--- config.mk ---
export PLATFORM = sky130hd
export DESIGN_NAME = char_lcd_nibble_write_sequencer
export DESIGN_NICKNAME = d
export VERILOG_FILES = /design/src/lcdseq_pkg.sv /design/src/lcdseq_front.sv /design/src/lcdseq_fifo.sv /design/src/lcdseq_back.sv /design/src/char_lcd_nibble_write_sequencer.sv
export VERILOG_INCLUDE_DIRS = /design/src /design/src/src
export SDC_FILE = /design/constraint.sdc
export NUM_CORES = 1
export LEC_CHECK = 0
export ABC_AREA = 1
export BUFFER_PORTS_ARGS = -buffer_cell sky130_fd_sc_hd__buf_2
export CELL_PAD_IN_SITES_DETAIL_PLACEMENT = 1
export CELL_PAD_IN_SITES_GLOBAL_PLACEMENT = 2
export CORE_ASPECT_RATIO = 0.8
export CORE_MARGIN = 3
export CORE_UTILIZATION = 38
export DETAILED_ROUTE_END_ITERATION = 12
export PLACE_DENSITY_LB_ADDON = 0.3
export SYNTH_ARGS = -nofsm -noshare
export SYNTH_HDL_FRONTEND = slang
export SYNTH_HIERARCHICAL = 1
export SYNTH_SLANG_ARGS = --single-unit
--- constraint.sdc ---
create_clock -name i_clk -period 6.3 [get_ports i_clk]
set_input_delay 1.26 -clock i_clk [delete_from_list [all_inputs] [get_ports i_clk]]
set_output_delay 1.26 -clock i_clk [all_outputs]
set_load 0.01 [all_outputs]
--- src/char_lcd_nibble_write_sequencer_defines.svh ---
// Assertion macros for the character LCD nibble write sequencer.
// Included by RTL files that carry assertions; no other dependencies.
`ifndef CHAR_LCD_NIBBLE_WRITE_SEQUENCER_DEFINES_SVH
`define CHAR_LCD_NIBBLE_WRITE_SEQUENCER_DEFINES_SVH
`ifndef SYNTH
`define LCDSEQ_ASSERT(lbl, prop, msg) \
    lbl: assert property (@(posedge i_clk) disable iff (!i_rst_n) prop) else $error(msg);
`define LCDSEQ_NEVER(lbl, expr, msg) \
    lbl: assert property (@(posedge i_clk) disable iff (!i_rst_n) !(expr)) else $error(msg);
`else
`define LCDSEQ_ASSERT(lbl, prop, msg)
`define LCDSEQ_NEVER(lbl, expr, msg)
`endif
`endif

--- src/lcdseq_pkg.sv ---
// Types, codes and power-up tables for the character LCD nibble write sequencer.
// No dependencies.
`default_nettype none
package lcdseq_pkg;

    localparam logic [2:0] FUNC_TICK   = 3'd0;
    localparam logic [2:0] FUNC_NIBBLE = 3'd1;
    localparam logic [2:0] FUNC_BYTE   = 3'd2;
    localparam logic [2:0] FUNC_CHAR   = 3'd3;
    localparam logic [2:0] FUNC_CURSOR = 3'd4;
    localparam logic [2:0] FUNC_INIT   = 3'd5;

    localparam logic [1:0] CFG_ENABLE_PULSE  = 2'd0;
    localparam logic [1:0] CFG_CHAR_SETTLE   = 2'd1;
    localparam logic [1:0] CFG_CURSOR_SETTLE = 2'd2;
    localparam logic [1:0] CFG_POWER_WAIT    = 2'd3;

    localparam int          Q_DEPTH       = 2;
    localparam logic [3:0]  INIT_LAST     = 4'd8;
    localparam logic [3:0]  INIT_NIBBLES  = 4'd4;
    localparam logic [7:0]  CURSOR_BASE   = 8'h80;
    localparam logic [7:0]  RST_PULSE     = 8'd1;
    localparam logic [15:0] RST_CHAR      = 16'd46;
    localparam logic [15:0] RST_CURSOR    = 16'd40;
    localparam logic [15:0] RST_POWER     = 16'd50000;

    typedef enum logic [2:0] {
        PH_IDLE,
        PH_POWER,
        PH_HIGH,
        PH_GAP,
        PH_LOW,
        PH_SETTLE
    } t_phase;

    typedef enum logic [1:0] {
        CMD_TICK,
        CMD_XFER,
        CMD_INIT,
        CMD_NOP
    } t_cmd_kind;

    typedef struct packed {
        logic [2:0]  func;
        logic [7:0]  payload;
        logic [15:0] settle_us;
        logic        row;
        logic [3:0]  column;
    } t_in;

    typedef struct packed {
        logic [3:0] bus_nibble;
        logic       reg_select;
        logic       enable_line;
        logic       busy_res;
        logic       rejected;
    } t_out;

    typedef struct packed {
        t_cmd_kind   kind;
        logic [7:0]  value;
        logic        rs;
        logic        lone;
        logic [15:0] wait_us;
    } t_cmd;

    typedef struct packed {
        logic full;
        logic empty;
    } t_q_status;

    function automatic logic [7:0] init_code(input logic [3:0] k);
        case (k)
            4'd0, 4'd1, 4'd2: init_code = 8'h03;
            4'd3:             init_code = 8'h02;
            4'd4:             init_code = 8'h28;
            4'd5:             init_code = 8'h08;
            4'd6:             init_code = 8'h01;
            4'd7:             init_code = 8'h06;
            default:          init_code = 8'h0C;
        endcase
    endfunction

    function automatic logic [15:0] init_wait(input logic [3:0] k);
        case (k)
            4'd0:                   init_wait = 16'd4100;
            4'd1, 4'd2, 4'd3:       init_wait = 16'd100;
            4'd6:                   init_wait = 16'd3000;
            default:                init_wait = 16'd53;
        endcase
    endfunction

endpackage
`default_nettype wire

--- src/lcdseq_front.sv ---
// Front end: classifies an incoming word into a sequencer command.
// Depends on lcdseq_pkg.
`default_nettype none
module lcdseq_front (
    input  wire lcdseq_pkg::t_in  i_word,
    input  wire logic [15:0]      i_char_settle_us,
    input  wire logic [15:0]      i_cursor_settle_us,
    output lcdseq_pkg::t_cmd      o_cmd
);

    always_comb begin
        o_cmd.kind    = lcdseq_pkg::CMD_NOP;
        o_cmd.value   = i_word.payload;
        o_cmd.rs      = 1'b0;
        o_cmd.lone    = 1'b0;
        o_cmd.wait_us = i_word.settle_us;
        case (i_word.func)
            lcdseq_pkg::FUNC_TICK: begin
                o_cmd.kind = lcdseq_pkg::CMD_TICK;
            end
            lcdseq_pkg::FUNC_NIBBLE: begin
                o_cmd.kind  = lcdseq_pkg::CMD_XFER;
                o_cmd.value = {4'h0, i_word.payload[3:0]};
                o_cmd.lone  = 1'b1;
            end
            lcdseq_pkg::FUNC_BYTE: begin
                o_cmd.kind = lcdseq_pkg::CMD_XFER;
            end
            lcdseq_pkg::FUNC_CHAR: begin
                o_cmd.kind    = lcdseq_pkg::CMD_XFER;
                o_cmd.rs      = 1'b1;
                o_cmd.wait_us = i_char_settle_us;
            end
            lcdseq_pkg::FUNC_CURSOR: begin
                o_cmd.kind    = lcdseq_pkg::CMD_XFER;
                o_cmd.value   = lcdseq_pkg::CURSOR_BASE
                              | {1'b0, i_word.row, 2'b00, i_word.column};
                o_cmd.wait_us = i_cursor_settle_us;
            end
            lcdseq_pkg::FUNC_INIT: begin
                o_cmd.kind = lcdseq_pkg::CMD_INIT;
            end
            default: begin
                o_cmd.kind = lcdseq_pkg::CMD_NOP;
            end
        endcase
    end

endmodule
`default_nettype wire

--- src/lcdseq_fifo.sv ---
// Short command queue between the front end and the sequencer.
// Depends on lcdseq_pkg.
`default_nettype none
module lcdseq_fifo (
    input  wire                     i_clk,
    input  wire                     i_rst_n,
    input  wire logic               i_push,
    input  wire lcdseq_pkg::t_cmd   i_wdata,
    input  wire logic               i_pop,
    output lcdseq_pkg::t_cmd        o_rdata,
    output lcdseq_pkg::t_q_status   o_status
);

    localparam int DEPTH = lcdseq_pkg::Q_DEPTH;
    localparam int AW    = (DEPTH > 1) ? $clog2(DEPTH) : 1;
    localparam int CW    = $clog2(DEPTH + 1);

    lcdseq_pkg::t_cmd r_mem [DEPTH];
    logic [AW-1:0]    r_wptr, n_wptr;
    logic [AW-1:0]    r_rptr, n_rptr;
    logic [CW-1:0]    r_count, n_count;

    always_comb begin
        n_wptr  = r_wptr;
        n_rptr  = r_rptr;
        n_count = r_count;
        if (i_push) begin
            n_wptr = (r_wptr == AW'(DEPTH - 1)) ? '0 : r_wptr + AW'(1);
        end
        if (i_pop) begin
            n_rptr = (r_rptr == AW'(DEPTH - 1)) ? '0 : r_rptr + AW'(1);
        end
        if (i_push && !i_pop) begin
            n_count = r_count + CW'(1);
        end else if (!i_push && i_pop) begin
            n_count = r_count - CW'(1);
        end
    end

    always_ff @(posedge i_clk) begin
        if (!i_rst_n) begin
            r_wptr  <= '0;
            r_rptr  <= '0;
            r_count <= '0;
        end else begin
            r_wptr  <= n_wptr;
            r_rptr  <= n_rptr;
            r_count <= n_count;
        end
    end

    always_ff @(posedge i_clk) begin
        if (i_push) begin
            r_mem[r_wptr] <= i_wdata;
        end
    end

    assign o_rdata        = r_mem[r_rptr];
    assign o_status.full  = (r_count == CW'(DEPTH));
    assign o_status.empty = (r_count == '0);

endmodule
`default_nettype wire

--- src/lcdseq_back.sv ---
// Back end: nibble/enable sequencer, power-up stepper and output register.
// Depends on lcdseq_pkg and the assertion macro header.
`default_nettype none
`include "char_lcd_nibble_write_sequencer_defines.svh"
module lcdseq_back #(
    parameter int WAIT_WIDTH = 16
) (
    input  wire                    i_clk,
    input  wire                    i_rst_n,
    input  wire lcdseq_pkg::t_cmd  i_cmd,
    input  wire logic              i_cmd_valid,
    output logic                   o_cmd_pop,
    input  wire logic [7:0]        i_enable_pulse_us,
    input  wire logic [15:0]       i_power_up_wait_us,
    output logic                   o_valid,
    input  wire logic              i_ready,
    output lcdseq_pkg::t_out       o_data
);

    function automatic logic [WAIT_WIDTH-1:0] clip_wait(input logic [15:0] w);
        logic [WAIT_WIDTH+15:0] wx;
        wx = {{WAIT_WIDTH{1'b0}}, w};
        if (wx > {{16{1'b0}}, {WAIT_WIDTH{1'b1}}}) begin
            clip_wait = '1;
        end else begin
            clip_wait = wx[WAIT_WIDTH-1:0];
        end
    endfunction

    lcdseq_pkg::t_phase     r_phase, n_phase;
    logic [WAIT_WIDTH-1:0]  r_countdown, n_countdown;
    logic [3:0]             r_held_low, n_held_low;
    logic [WAIT_WIDTH-1:0]  r_pending, n_pending;
    logic [3:0]             r_pin_nibble, n_pin_nibble;
    logic                   r_pin_select, n_pin_select;
    logic                   r_pin_enable, n_pin_enable;
    logic [3:0]             r_init_step, n_init_step;
    lcdseq_pkg::t_out       r_out;
    logic                   r_out_valid;

    logic                   busy;
    logic                   rej;
    logic [WAIT_WIDTH-1:0]  cd_dec;
    logic [WAIT_WIDTH-1:0]  pulse;
    logic [WAIT_WIDTH-1:0]  power_wait;
    logic [7:0]             pulse8;
    logic                   finish;
    logic                   init_go;
    logic [3:0]             init_k;
    logic                   start;
    logic [7:0]             st_value;
    logic                   st_rs;
    logic                   st_lone;
    logic [15:0]            st_wait;

    assign o_cmd_pop  = i_cmd_valid && (!r_out_valid || i_ready);
    assign busy       = (r_phase != lcdseq_pkg::PH_IDLE);
    assign cd_dec     = (r_countdown != '0) ? r_countdown - WAIT_WIDTH'(1) : '0;
    assign pulse8     = (i_enable_pulse_us == 8'd0) ? 8'd1 : i_enable_pulse_us;
    assign pulse      = {{(WAIT_WIDTH-8){1'b0}}, pulse8};
    assign power_wait = clip_wait(i_power_up_wait_us);

    always_comb begin
        n_phase      = r_phase;
        n_countdown  = r_countdown;
        n_held_low   = r_held_low;
        n_pending    = r_pending;
        n_pin_nibble = r_pin_nibble;
        n_pin_select = r_pin_select;
        n_pin_enable = r_pin_enable;
        n_init_step  = r_init_step;
        rej          = 1'b0;
        finish       = 1'b0;
        init_go      = 1'b0;
        init_k       = 4'd0;
        start        = 1'b0;
        st_value     = i_cmd.value;
        st_rs        = i_cmd.rs;
        st_lone      = i_cmd.lone;
        st_wait      = i_cmd.wait_us;

        case (i_cmd.kind)
            lcdseq_pkg::CMD_TICK: begin
                if (busy) begin
                    n_countdown = cd_dec;
                    if (cd_dec == '0) begin
                        case (r_phase)
                            lcdseq_pkg::PH_POWER: begin
                                init_go = 1'b1;
                            end
                            lcdseq_pkg::PH_HIGH: begin
                                n_pin_enable = 1'b0;
                                n_phase      = lcdseq_pkg::PH_GAP;
                                n_countdown  = WAIT_WIDTH'(1);
                            end
                            lcdseq_pkg::PH_GAP: begin
                                n_phase      = lcdseq_pkg::PH_LOW;
                                n_pin_nibble = r_held_low;
                                n_pin_enable = 1'b1;
                                n_countdown  = pulse;
                            end
                            lcdseq_pkg::PH_LOW: begin
                                n_pin_enable = 1'b0;
                                if (r_pending == '0) begin
                                    finish = 1'b1;
                                end else begin
                                    n_phase     = lcdseq_pkg::PH_SETTLE;
                                    n_countdown = r_pending;
                                end
                            end
                            default: begin
                                finish = 1'b1;
                            end
                        endcase
                    end
                end
            end
            lcdseq_pkg::CMD_XFER: begin
                if (busy) begin
                    rej = 1'b1;
                end else begin
                    start = 1'b1;
                end
            end
            lcdseq_pkg::CMD_INIT: begin
                if (busy) begin
                    rej = 1'b1;
                end else begin
                    n_pin_enable = 1'b0;
                    n_pin_select = 1'b0;
                    n_init_step  = 4'd0;
                    n_countdown  = power_wait;
                    if (power_wait == '0) begin
                        init_go = 1'b1;
                    end else begin
                        n_phase = lcdseq_pkg::PH_POWER;
                    end
                end
            end
            default: begin
            end
        endcase

        if (finish) begin
            n_pin_enable = 1'b0;
            if (r_init_step >= 4'd1 && r_init_step <= lcdseq_pkg::INIT_LAST) begin
                init_go = 1'b1;
                init_k  = r_init_step;
            end else begin
                n_init_step = 4'd0;
                n_phase     = lcdseq_pkg::PH_IDLE;
                n_countdown = '0;
            end
        end

        if (init_go) begin
            start       = 1'b1;
            st_value    = lcdseq_pkg::init_code(init_k);
            st_rs       = 1'b0;
            st_lone     = (init_k < lcdseq_pkg::INIT_NIBBLES);
            st_wait     = lcdseq_pkg::init_wait(init_k);
            n_init_step = init_k + 4'd1;
        end

        if (start) begin
            n_pin_select = st_rs;
            n_pending    = clip_wait(st_wait);
            n_held_low   = st_value[3:0];
            n_pin_enable = 1'b1;
            n_countdown  = pulse;
            if (st_lone) begin
                n_phase      = lcdseq_pkg::PH_LOW;
                n_pin_nibble = st_value[3:0];
            end else begin
                n_phase      = lcdseq_pkg::PH_HIGH;
                n_pin_nibble = st_value[7:4];
            end
        end
    end

    always_ff @(posedge i_clk) begin
        if (!i_rst_n) begin
            r_phase      <= lcdseq_pkg::PH_IDLE;
            r_countdown  <= '0;
            r_held_low   <= '0;
            r_pending    <= '0;
            r_pin_nibble <= '0;
            r_pin_select <= 1'b0;
            r_pin_enable <= 1'b0;
            r_init_step  <= '0;
            r_out_valid  <= 1'b0;
        end else begin
            if (o_cmd_pop) begin
                r_phase      <= n_phase;
                r_countdown  <= n_countdown;
                r_held_low   <= n_held_low;
                r_pending    <= n_pending;
                r_pin_nibble <= n_pin_nibble;
                r_pin_select <= n_pin_select;
                r_pin_enable <= n_pin_enable;
                r_init_step  <= n_init_step;
                r_out_valid  <= 1'b1;
            end else if (i_ready) begin
                r_out_valid  <= 1'b0;
            end
        end
    end

    always_ff @(posedge i_clk) begin
        if (o_cmd_pop) begin
            r_out.bus_nibble  <= n_pin_nibble;
            r_out.reg_select  <= n_pin_select;
            r_out.enable_line <= n_pin_enable;
            r_out.busy_res    <= (n_phase != lcdseq_pkg::PH_IDLE);
            r_out.rejected    <= rej;
        end
    end

    assign o_valid = r_out_valid;
    assign o_data  = r_out;

    `LCDSEQ_ASSERT(a_rej_busy, r_out_valid && r_out.rejected |-> r_out.busy_res, "reject while idle")
    `LCDSEQ_ASSERT(a_en_busy, r_pin_enable |-> r_phase != lcdseq_pkg::PH_IDLE, "enable high when idle")
    `LCDSEQ_ASSERT(a_idle_cd, r_phase == lcdseq_pkg::PH_IDLE |-> r_countdown == '0, "idle with count")
    `LCDSEQ_NEVER(a_step_rng, r_init_step > lcdseq_pkg::INIT_LAST + 4'd1, "init step out of range")
    `LCDSEQ_ASSERT(a_pop_hold, r_out_valid && !i_ready |=> $stable(r_out), "result lost on stall")

endmodule
`default_nettype wire

--- src/char_lcd_nibble_write_sequencer.sv ---
// Character LCD 4-bit write sequencer: one result word per accepted word.
// An accepted word is written into the command queue; its result is registered in the back end's output stage.
// Throughput: one word per cycle while i_ready is held high.
// A two-entry command queue sits between classification and sequencing.
// Reset (i_rst_n low, synchronous): idle, pins low, queue empty, registers to defaults.
// Depends on lcdseq_pkg, lcdseq_front, lcdseq_fifo, lcdseq_back.
`default_nettype none
module char_lcd_nibble_write_sequencer #(
    parameter int WAIT_WIDTH = 16
) (
    input  wire                   i_clk,
    input  wire                   i_rst_n,
    input  wire logic             i_valid,
    output logic                  o_ready,
    input  wire lcdseq_pkg::t_in  i_data,
    output logic                  o_valid,
    input  wire logic             i_ready,
    output lcdseq_pkg::t_out      o_data,
    input  wire logic             i_cfg_we,
    input  wire logic [1:0]       i_cfg_idx,
    input  wire logic [15:0]      i_cfg_data
);

    logic [7:0]            r_enable_pulse_us;
    logic [15:0]           r_char_settle_us;
    logic [15:0]           r_cursor_settle_us;
    logic [15:0]           r_power_up_wait_us;

    lcdseq_pkg::t_cmd      front_cmd;
    lcdseq_pkg::t_cmd      q_cmd;
    lcdseq_pkg::t_q_status q_status;
    logic                  q_push;
    logic                  q_pop;

    always_ff @(posedge i_clk) begin
        if (!i_rst_n) begin
            r_enable_pulse_us  <= lcdseq_pkg::RST_PULSE;
            r_char_settle_us   <= lcdseq_pkg::RST_CHAR;
            r_cursor_settle_us <= lcdseq_pkg::RST_CURSOR;
            r_power_up_wait_us <= lcdseq_pkg::RST_POWER;
        end else if (i_cfg_we) begin
            case (i_cfg_idx)
                lcdseq_pkg::CFG_ENABLE_PULSE:  r_enable_pulse_us  <= i_cfg_data[7:0];
                lcdseq_pkg::CFG_CHAR_SETTLE:   r_char_settle_us   <= i_cfg_data;
                lcdseq_pkg::CFG_CURSOR_SETTLE: r_cursor_settle_us <= i_cfg_data;
                lcdseq_pkg::CFG_POWER_WAIT:    r_power_up_wait_us <= i_cfg_data;
                default: begin
                end
            endcase
        end
    end

    assign o_ready = !q_status.full;
    assign q_push  = i_valid && o_ready;

    lcdseq_front u_front (
        .i_word             (i_data),
        .i_char_settle_us   (r_char_settle_us),
        .i_cursor_settle_us (r_cursor_settle_us),
        .o_cmd              (front_cmd)
    );

    lcdseq_fifo u_fifo (
        .i_clk    (i_clk),
        .i_rst_n  (i_rst_n),
        .i_push   (q_push),
        .i_wdata  (front_cmd),
        .i_pop    (q_pop),
        .o_rdata  (q_cmd),
        .o_status (q_status)
    );

    lcdseq_back #(
        .WAIT_WIDTH (WAIT_WIDTH)
    ) u_back (
        .i_clk              (i_clk),
        .i_rst_n            (i_rst_n),
        .i_cmd              (q_cmd),
        .i_cmd_valid        (!q_status.empty),
        .o_cmd_pop          (q_pop),
        .i_enable_pulse_us  (r_enable_pulse_us),
        .i_power_up_wait_us (r_power_up_wait_us),
        .o_valid            (o_valid),
        .i_ready            (i_ready),
        .o_data             (o_data)
    );

endmodule
`default_nettype wire

# [Yosys cells after proc, flatten, opt, wreduce, memory -nomap -nowiden]
# Memory sizes are Yosys's and may differ from the RTL's. A register that Yosys moved wholly into a read port is not among the register bits.
# Cells that the tools add are included.
[op_classes] muxes=83 n_reduce_logical=35 n_addsub=6 order_cmp=3 n_eq_ne=19
[ops] cell="2-to-1 mux 16 bit" n=9
[ops] cell="case mux 16 bit (2 select lines)" n=2
[ops] cell="2-to-1 mux 4 bit" n=13
[ops] cell="zero test 16 bit" n=3
[ops] cell="case mux 16 bit (3 select lines)" n=1
[ops] cell="case mux 13 bit (3 select lines)" n=1
[ops] cell="2-to-1 mux 1 bit" n=35
[ops] cell="2-to-1 mux 3 bit" n=9
[ops] cell="2-to-1 mux 8 bit" n=3
[ops] cell="case mux 8 bit (2 select lines)" n=1
[ops] cell="nonzero test 16 bit" n=1
[ops] cell="subtractor 16 x 1 -> 16 bit (second input constant)" n=1
[ops] cell="equality test 3 x 2 -> 1 bit (second input constant)" n=4
[ops] cell="AND reduction 2 bit" n=5
[ops] cell="equality test 3 bit (second input constant)" n=3
[ops] cell="case mux 3 bit (3 select lines)" n=1
[ops] cell="equality test 2 bit (second input constant)" n=4
[ops] cell="equality test 4 x 2 -> 1 bit (second input constant)" n=2
[ops] cell="zero test 8 bit" n=1
[ops] cell="case mux 1 bit (2 select lines)" n=4
[ops] cell="equality test 3 x 1 -> 1 bit (second input constant)" n=2
[ops] cell="zero test 2 bit" n=3
[ops] cell="case mux 2 bit (3 select lines)" n=1
[ops] cell="case mux 3 bit (2 select lines)" n=1
[ops] cell="other kinds (21)" n=36
[totals] ff_bits=118 word_cells=169 out_inout_bits=10 rom_bits=40 ram_bits=56 mem_count=2
[mem_list] memory="u_fifo.r_mem" depth=2 width=28 read_ports=1 rd_clocked_by_memory_dff=1 wr=1 line="lcdseq_fifo.sv:18" source="lcdseq_pkg::t_cmd r_mem [DEPTH];"
[mem_list] memory="(no name shown)" depth=8 width=5 read_ports=1 rd_clocked_by_memory_dff=0 wr=0 line="lcdseq_pkg.sv:73" source="case (k)"

# [Longest topological paths before layout]
[depth] word_depth=12 depth_mapped=27 ltp_nobuf=27

# [Hierarchy]
# Netlist, hierarchy kept.
[by_module_without_submodules] module="lcdseq_back" area_each_um2=5112.4 seq_area_each_um2=1241.2 instances=1 cells_per_inst=855
[by_module_without_submodules] module="lcdseq_fifo" area_each_um2=2351.0 seq_area_each_um2=1781.7 instances=1 cells_per_inst=122
[by_module_without_submodules] module="char_lcd_nibble_write_sequencer" area_each_um2=2265.9 seq_area_each_um2=1121.1 instances=1 cells_per_inst=343
[by_module_without_submodules] module="lcdseq_front" area_each_um2=744.5 seq_area_each_um2=0.0 instances=1 cells_per_inst=142

# [Worst setup path after synthesis]
# Ideal clock, no wire load.
[synth_path] kind="register to register" start="register (tool-made name)" end="register u_back.r_pin_nibble[1]" n_path_buf=3 t_required_ns=6.244 slack_ns=2.911 t_arrival_ns=3.333 synth_period_minus_slack_ns=3.389 path_stages_with_launch=25 setup_time_ns=0.056 path_cell_list="dfxtp_1 buf_6 buf_12 mux2_4 inv_1 ha_1 clkbuf_1 inv_1 a211oi_2 nand3_1 inv_1 nand2_1 inv_1 ha_1 inv_1 ha_1 inv_1 nand2_1 nand2_1 o21ai_0 inv_1 nand2_1 nand4_1 nand2_1 inv_1"
[synth_lines] item="end signal: assignment" line="lcdseq_back.sv:198" source="r_pin_nibble <= n_pin_nibble;"
[synth_lines] item="end: declaration" line="lcdseq_back.sv:34" source="logic [3:0] r_pin_nibble, n_pin_nibble;"

==> impl_metrics.py <==
metrics = {
    "pwr": {
        "swShare": 0.506,
        "fin_total_pwr_mw": 6.35,
        "netSwitchingPower_mw": 3.22,
        "total_leakage_power_nw": 5.44,
        "powerDensity_mw_per_mm2": 553,
        "vdd_drop_max_mv": 0.241,
        "clkPwrFrac": 0.178,
        "p_int_mw": 3.14,
        "p_seq_frac": 0.247,
        "comb_power_share": 0.575,
    },
    "detailed_routing": {
        "routed_wirelength_um": 34000,
        "wire_per_inst_um": 18.3,
        "drc": 0,
        "drtPass1Iterations": 6,
        "vias_per_cell": 5.19,
        "num_vias": 9643,
        "postRouteAntennaNets": 0,
        "drt_iter0_drc": 605,
    },
    "logic_synthesis": {
        "synth_compound_area_frac": 0.104,
        "synthMuxAreaShare": 0.0392,
        "yosys_warnings": 6,
        "postSynthAreaPerCell_sq_um": 7.16,
        "synth_top_family_by_area": "simple AND/OR/NAND/NOR gates",
        "syn_area_sq_mm": 0.0105,
        "synth_ff_type": "dfxtp_1",
        "synth-xor-area-share": 0.00167,
        "synth-edff-count": 64,
        "synth_adder_area_share": 0.0131,
        "syn_inst": 1462,
        "yosysSeqAreaShare": 0.396,
        "async_reset_ff_frac": 0,
        "synth_nets": 1528,
        "ys_seq_elements": 175,
        "yosys.area_share.simple": 0.337,
        "netlist-cell-type-count": 47,
    },
    "clock_network": {
        "root_buffer": "clkbuf_16",
        "worstSkewPairLatency_ps": 440,
        "cts_tree": "built",
        "ctsResizeCount": 0,
        "cts_setup_buffers": 0,
        "cts_hold_buf": 0,
        "cts_max_level": 4,
        "path_clk_slew_ps": 70,
        "cts_sinks": 175,
        "cts_buffer_depth": 2,
        "cts_buffers": 17,
    },
    "setup_path": {
        "arrival_ps": 4410,
        "cp_max_fo": 28,
        "path_class": "reg2reg",
        "endpoint_kind": "flop",
        "crit_required_ps": 6680,
        "start_kind": "flop",
    },
    "global_route": {
        "grt_pass1_wl_um": 54300,
        "grt-ovfl-total": 0,
        "grt_busiest_layer": "met2",
        "use_met3": 0.0310,
        "met1_usage": 0.338,
        "antenna_found_initial": 0,
        "grt_util_met2": 0.374,
        "grt_max_degree": 77,
        "grt_pass1_vias": 9725,
        "track_usage": 0.234,
    },
    "timing": {
        "fin_crit_sh": 0.638,
        "min_period_ps": 4020,
        "final_max_slew_viol_count": 0,
        "fmax_mhz": 249,
        "finClkSkew_ps": 10.7,
        "setup_viol": 0,
        "max_slew_margin": 0.235,
        "tightest_slew_ps": 1150,
        "tns_ps": 0,
        "finalHoldViolations": 0,
        "rsz0062_at_grt": "false",
    },
    "die": {
        "die_w_um": 192,
        "num_rows": 53,
        "num_io_pins": 65,
        "fp.dieH_um": 154,
        "coreArea_sq_mm": 0.0267,
        "die_area_sq_mm": 0.0296,
        "start_util": 0.392,
    },
    "flow_run": {
        "drv_cap": 0,
    },
    "placement": {
        "portBuffers": 64,
        "hpwl_um": 24600,
        "place_congestion": 0.847,
    },
    "status": {
        "status": "completed",
    },
    "finish": {
        "area_growth_pct": 9.80,
        "drive_gt1_frac": 0.121,
        "layout.nets": 1553,
    },
    "worst_hold_path": {
        "hold_path_class": "reg2reg",
    },
}
-- metal layers --
metal | vias up | wire, um
met2 | 167 | 15500
met5 | - | 0
met1 | 4652 | 16900
li1 | 4800 | -
met3 | 24 | 1270
met4 | 0 | 332
-- cells in the mapped netlist (2+ instances only) --
library cell  number  area (sq um)
buf_6             14           158
o21ai_1            2          10.0
mux2i_1            2          20.0
inv_2              2          7.51
buf_2             16          80.1
xor2_1             2          17.5
ha_1              11           138
buf_8              2          30.0
a211oi_2           2          25.0
buf_1              7          26.3
nor3_1             4          20.0
o21ai_0           88           440
mux2_4            20           300
nor2_4             6          67.6
a21oi_1           72           360
nand4_1           34           213
nor2_2             6          37.5
inv_1            178           668
nor2_1           166           623
mux2_2             8          90.1
nand2_1          405          1520
nand2_2            4          25.0
edfxtp_1          64          1920
o22ai_1            4          25.0
buf_4              2          15.0
a32oi_1            3          26.3
nor2_8             3          60.1
nand3_1          137           686
a31oi_1            6          37.5
nand3_2           10           100
buf_12             2          40.0
nor4_1             5          31.3
nand3_4            4          70.1
nand2_4            5          56.3
o211ai_1          17           128
clkbuf_1          26          97.6
o21bai_1           2          15.0
dfxtp_1          111          2220
clkinv_1           2          7.51
-- power by group through the flow --
stage,sequential [mW],clock [mW],combinational [mW]
2_1_floorplan,1.55,0,2.72
3_3_place_gp,1.59,0,3.53
3_5_place_dp,1.60,0,3.61
4_1_cts,1.57,1.16,3.63
5_1_grt,1.60,1.20,4.08
6_report,1.57,1.13,3.65
-- area by class of cell --
type                       instances  area (sq um)
antenna                            1          2.50
clock buffer                      17           425
clock inverter                    15           188
fill                            3386         15200
inverter                         183           689
multi-input combinational       1034          5190
sequential                       175          4140
tap                              357           447
timing repair buffer              76           410
-- critical path: stages, from the launching register on --
cell      delay (ps)
dfxtp_1          310
buf_4            410
mux2_2           410
inv_1             90
ha_1             140
buf_4            260
inv_1            200
a211oi_2         580
nand3_1          180
inv_1            130
nand2_1          130
inv_1            130
ha_1             200
inv_1             50
ha_1             170
inv_1             50
nand2_1           40
nand2_1           60
o21ai_0          110
inv_1             70
nand2_1           60
nand4_1           80
nand2_1           50
inv_1             40
-- kinds of logic (layout without fill, tap and decap cells) --
| logic type | count (synthesis) | count (layout) |
|---|---|---|
| xor+xnor | 2 | 2 |
| fa+ha+maj | 11 | 11 |
| compound gates | 199 | 199 |
| simple gates | 792 | 792 |
| buf+inv | 253 | 291 |
| flops | 175 | 175 |
| other cells | 0 | 1 |
| mux | 30 | 30 |
-- final timing paths --
path	slack, ps	to	cells past startpoint	from
worst min-delay path	460	u_back/r_held_low[2]$_SDFFE_PN0P_	2	u_back/r_held_low[2]$_SDFFE_PN0P_
worst max register to register	2280	u_back/r_pin_nibble[1]$_SDFFE_PN0P_	23	flop
worst max-delay path	2280	u_back/r_pin_nibble[1]$_SDFFE_PN0P_	23	flop
worst min register to register	460	u_back/r_held_low[2]$_SDFFE_PN0P_	2	u_back/r_held_low[2]$_SDFFE_PN0P_
-- metrics by stage --
step	hold WS [ps]	cell area (sq um)	utilization	worst slack, ps	std cells
floorplan	425	10500	-	2910	1462
global placement	445	10900	0.407	2430	1825
detailed placement	446	10900	0.407	2320	1825
CTS	456	11500	0.430	2270	1857
global route	479	11500	0.430	1810	1857
finish	456	11500	0.430	2280	1858
-- registers in the layout, indices dropped and copies added, names as in the netlist, 2 cells and up, named ones only --
signal               count
r_power_up_wait_us      16
r_char_settle_us        16
u_fifo/r_count           2
r_enable_pulse_us        8
u_back/o_data            8
u_back/r_pending        16
r_cursor_settle_us      16
u_back/r_countdown      16
u_back/r_pin_nibble      4
u_back/r_phase           3
u_back/r_init_step       4
u_fifo/r_mem            56
u_back/r_held_low        4
-- layout by cell type (no fill, tap or decap), drive strengths merged, types with 17 or more instances in the layout --
cell | netlist | final
inv | 181 | 184
o21ai | 90 | 90
nand2 | 414 | 414
buf | 43 | 76
clkbuf | 27 | 17
o211ai | 17 | 17
dfxtp | 111 | 111
mux2 | 28 | 28
edfxtp | 64 | 64
nor2 | 181 | 181
nand3 | 151 | 151
nand4 | 34 | 34
a21oi | 72 | 72
(Power assumes the default switching activity.)
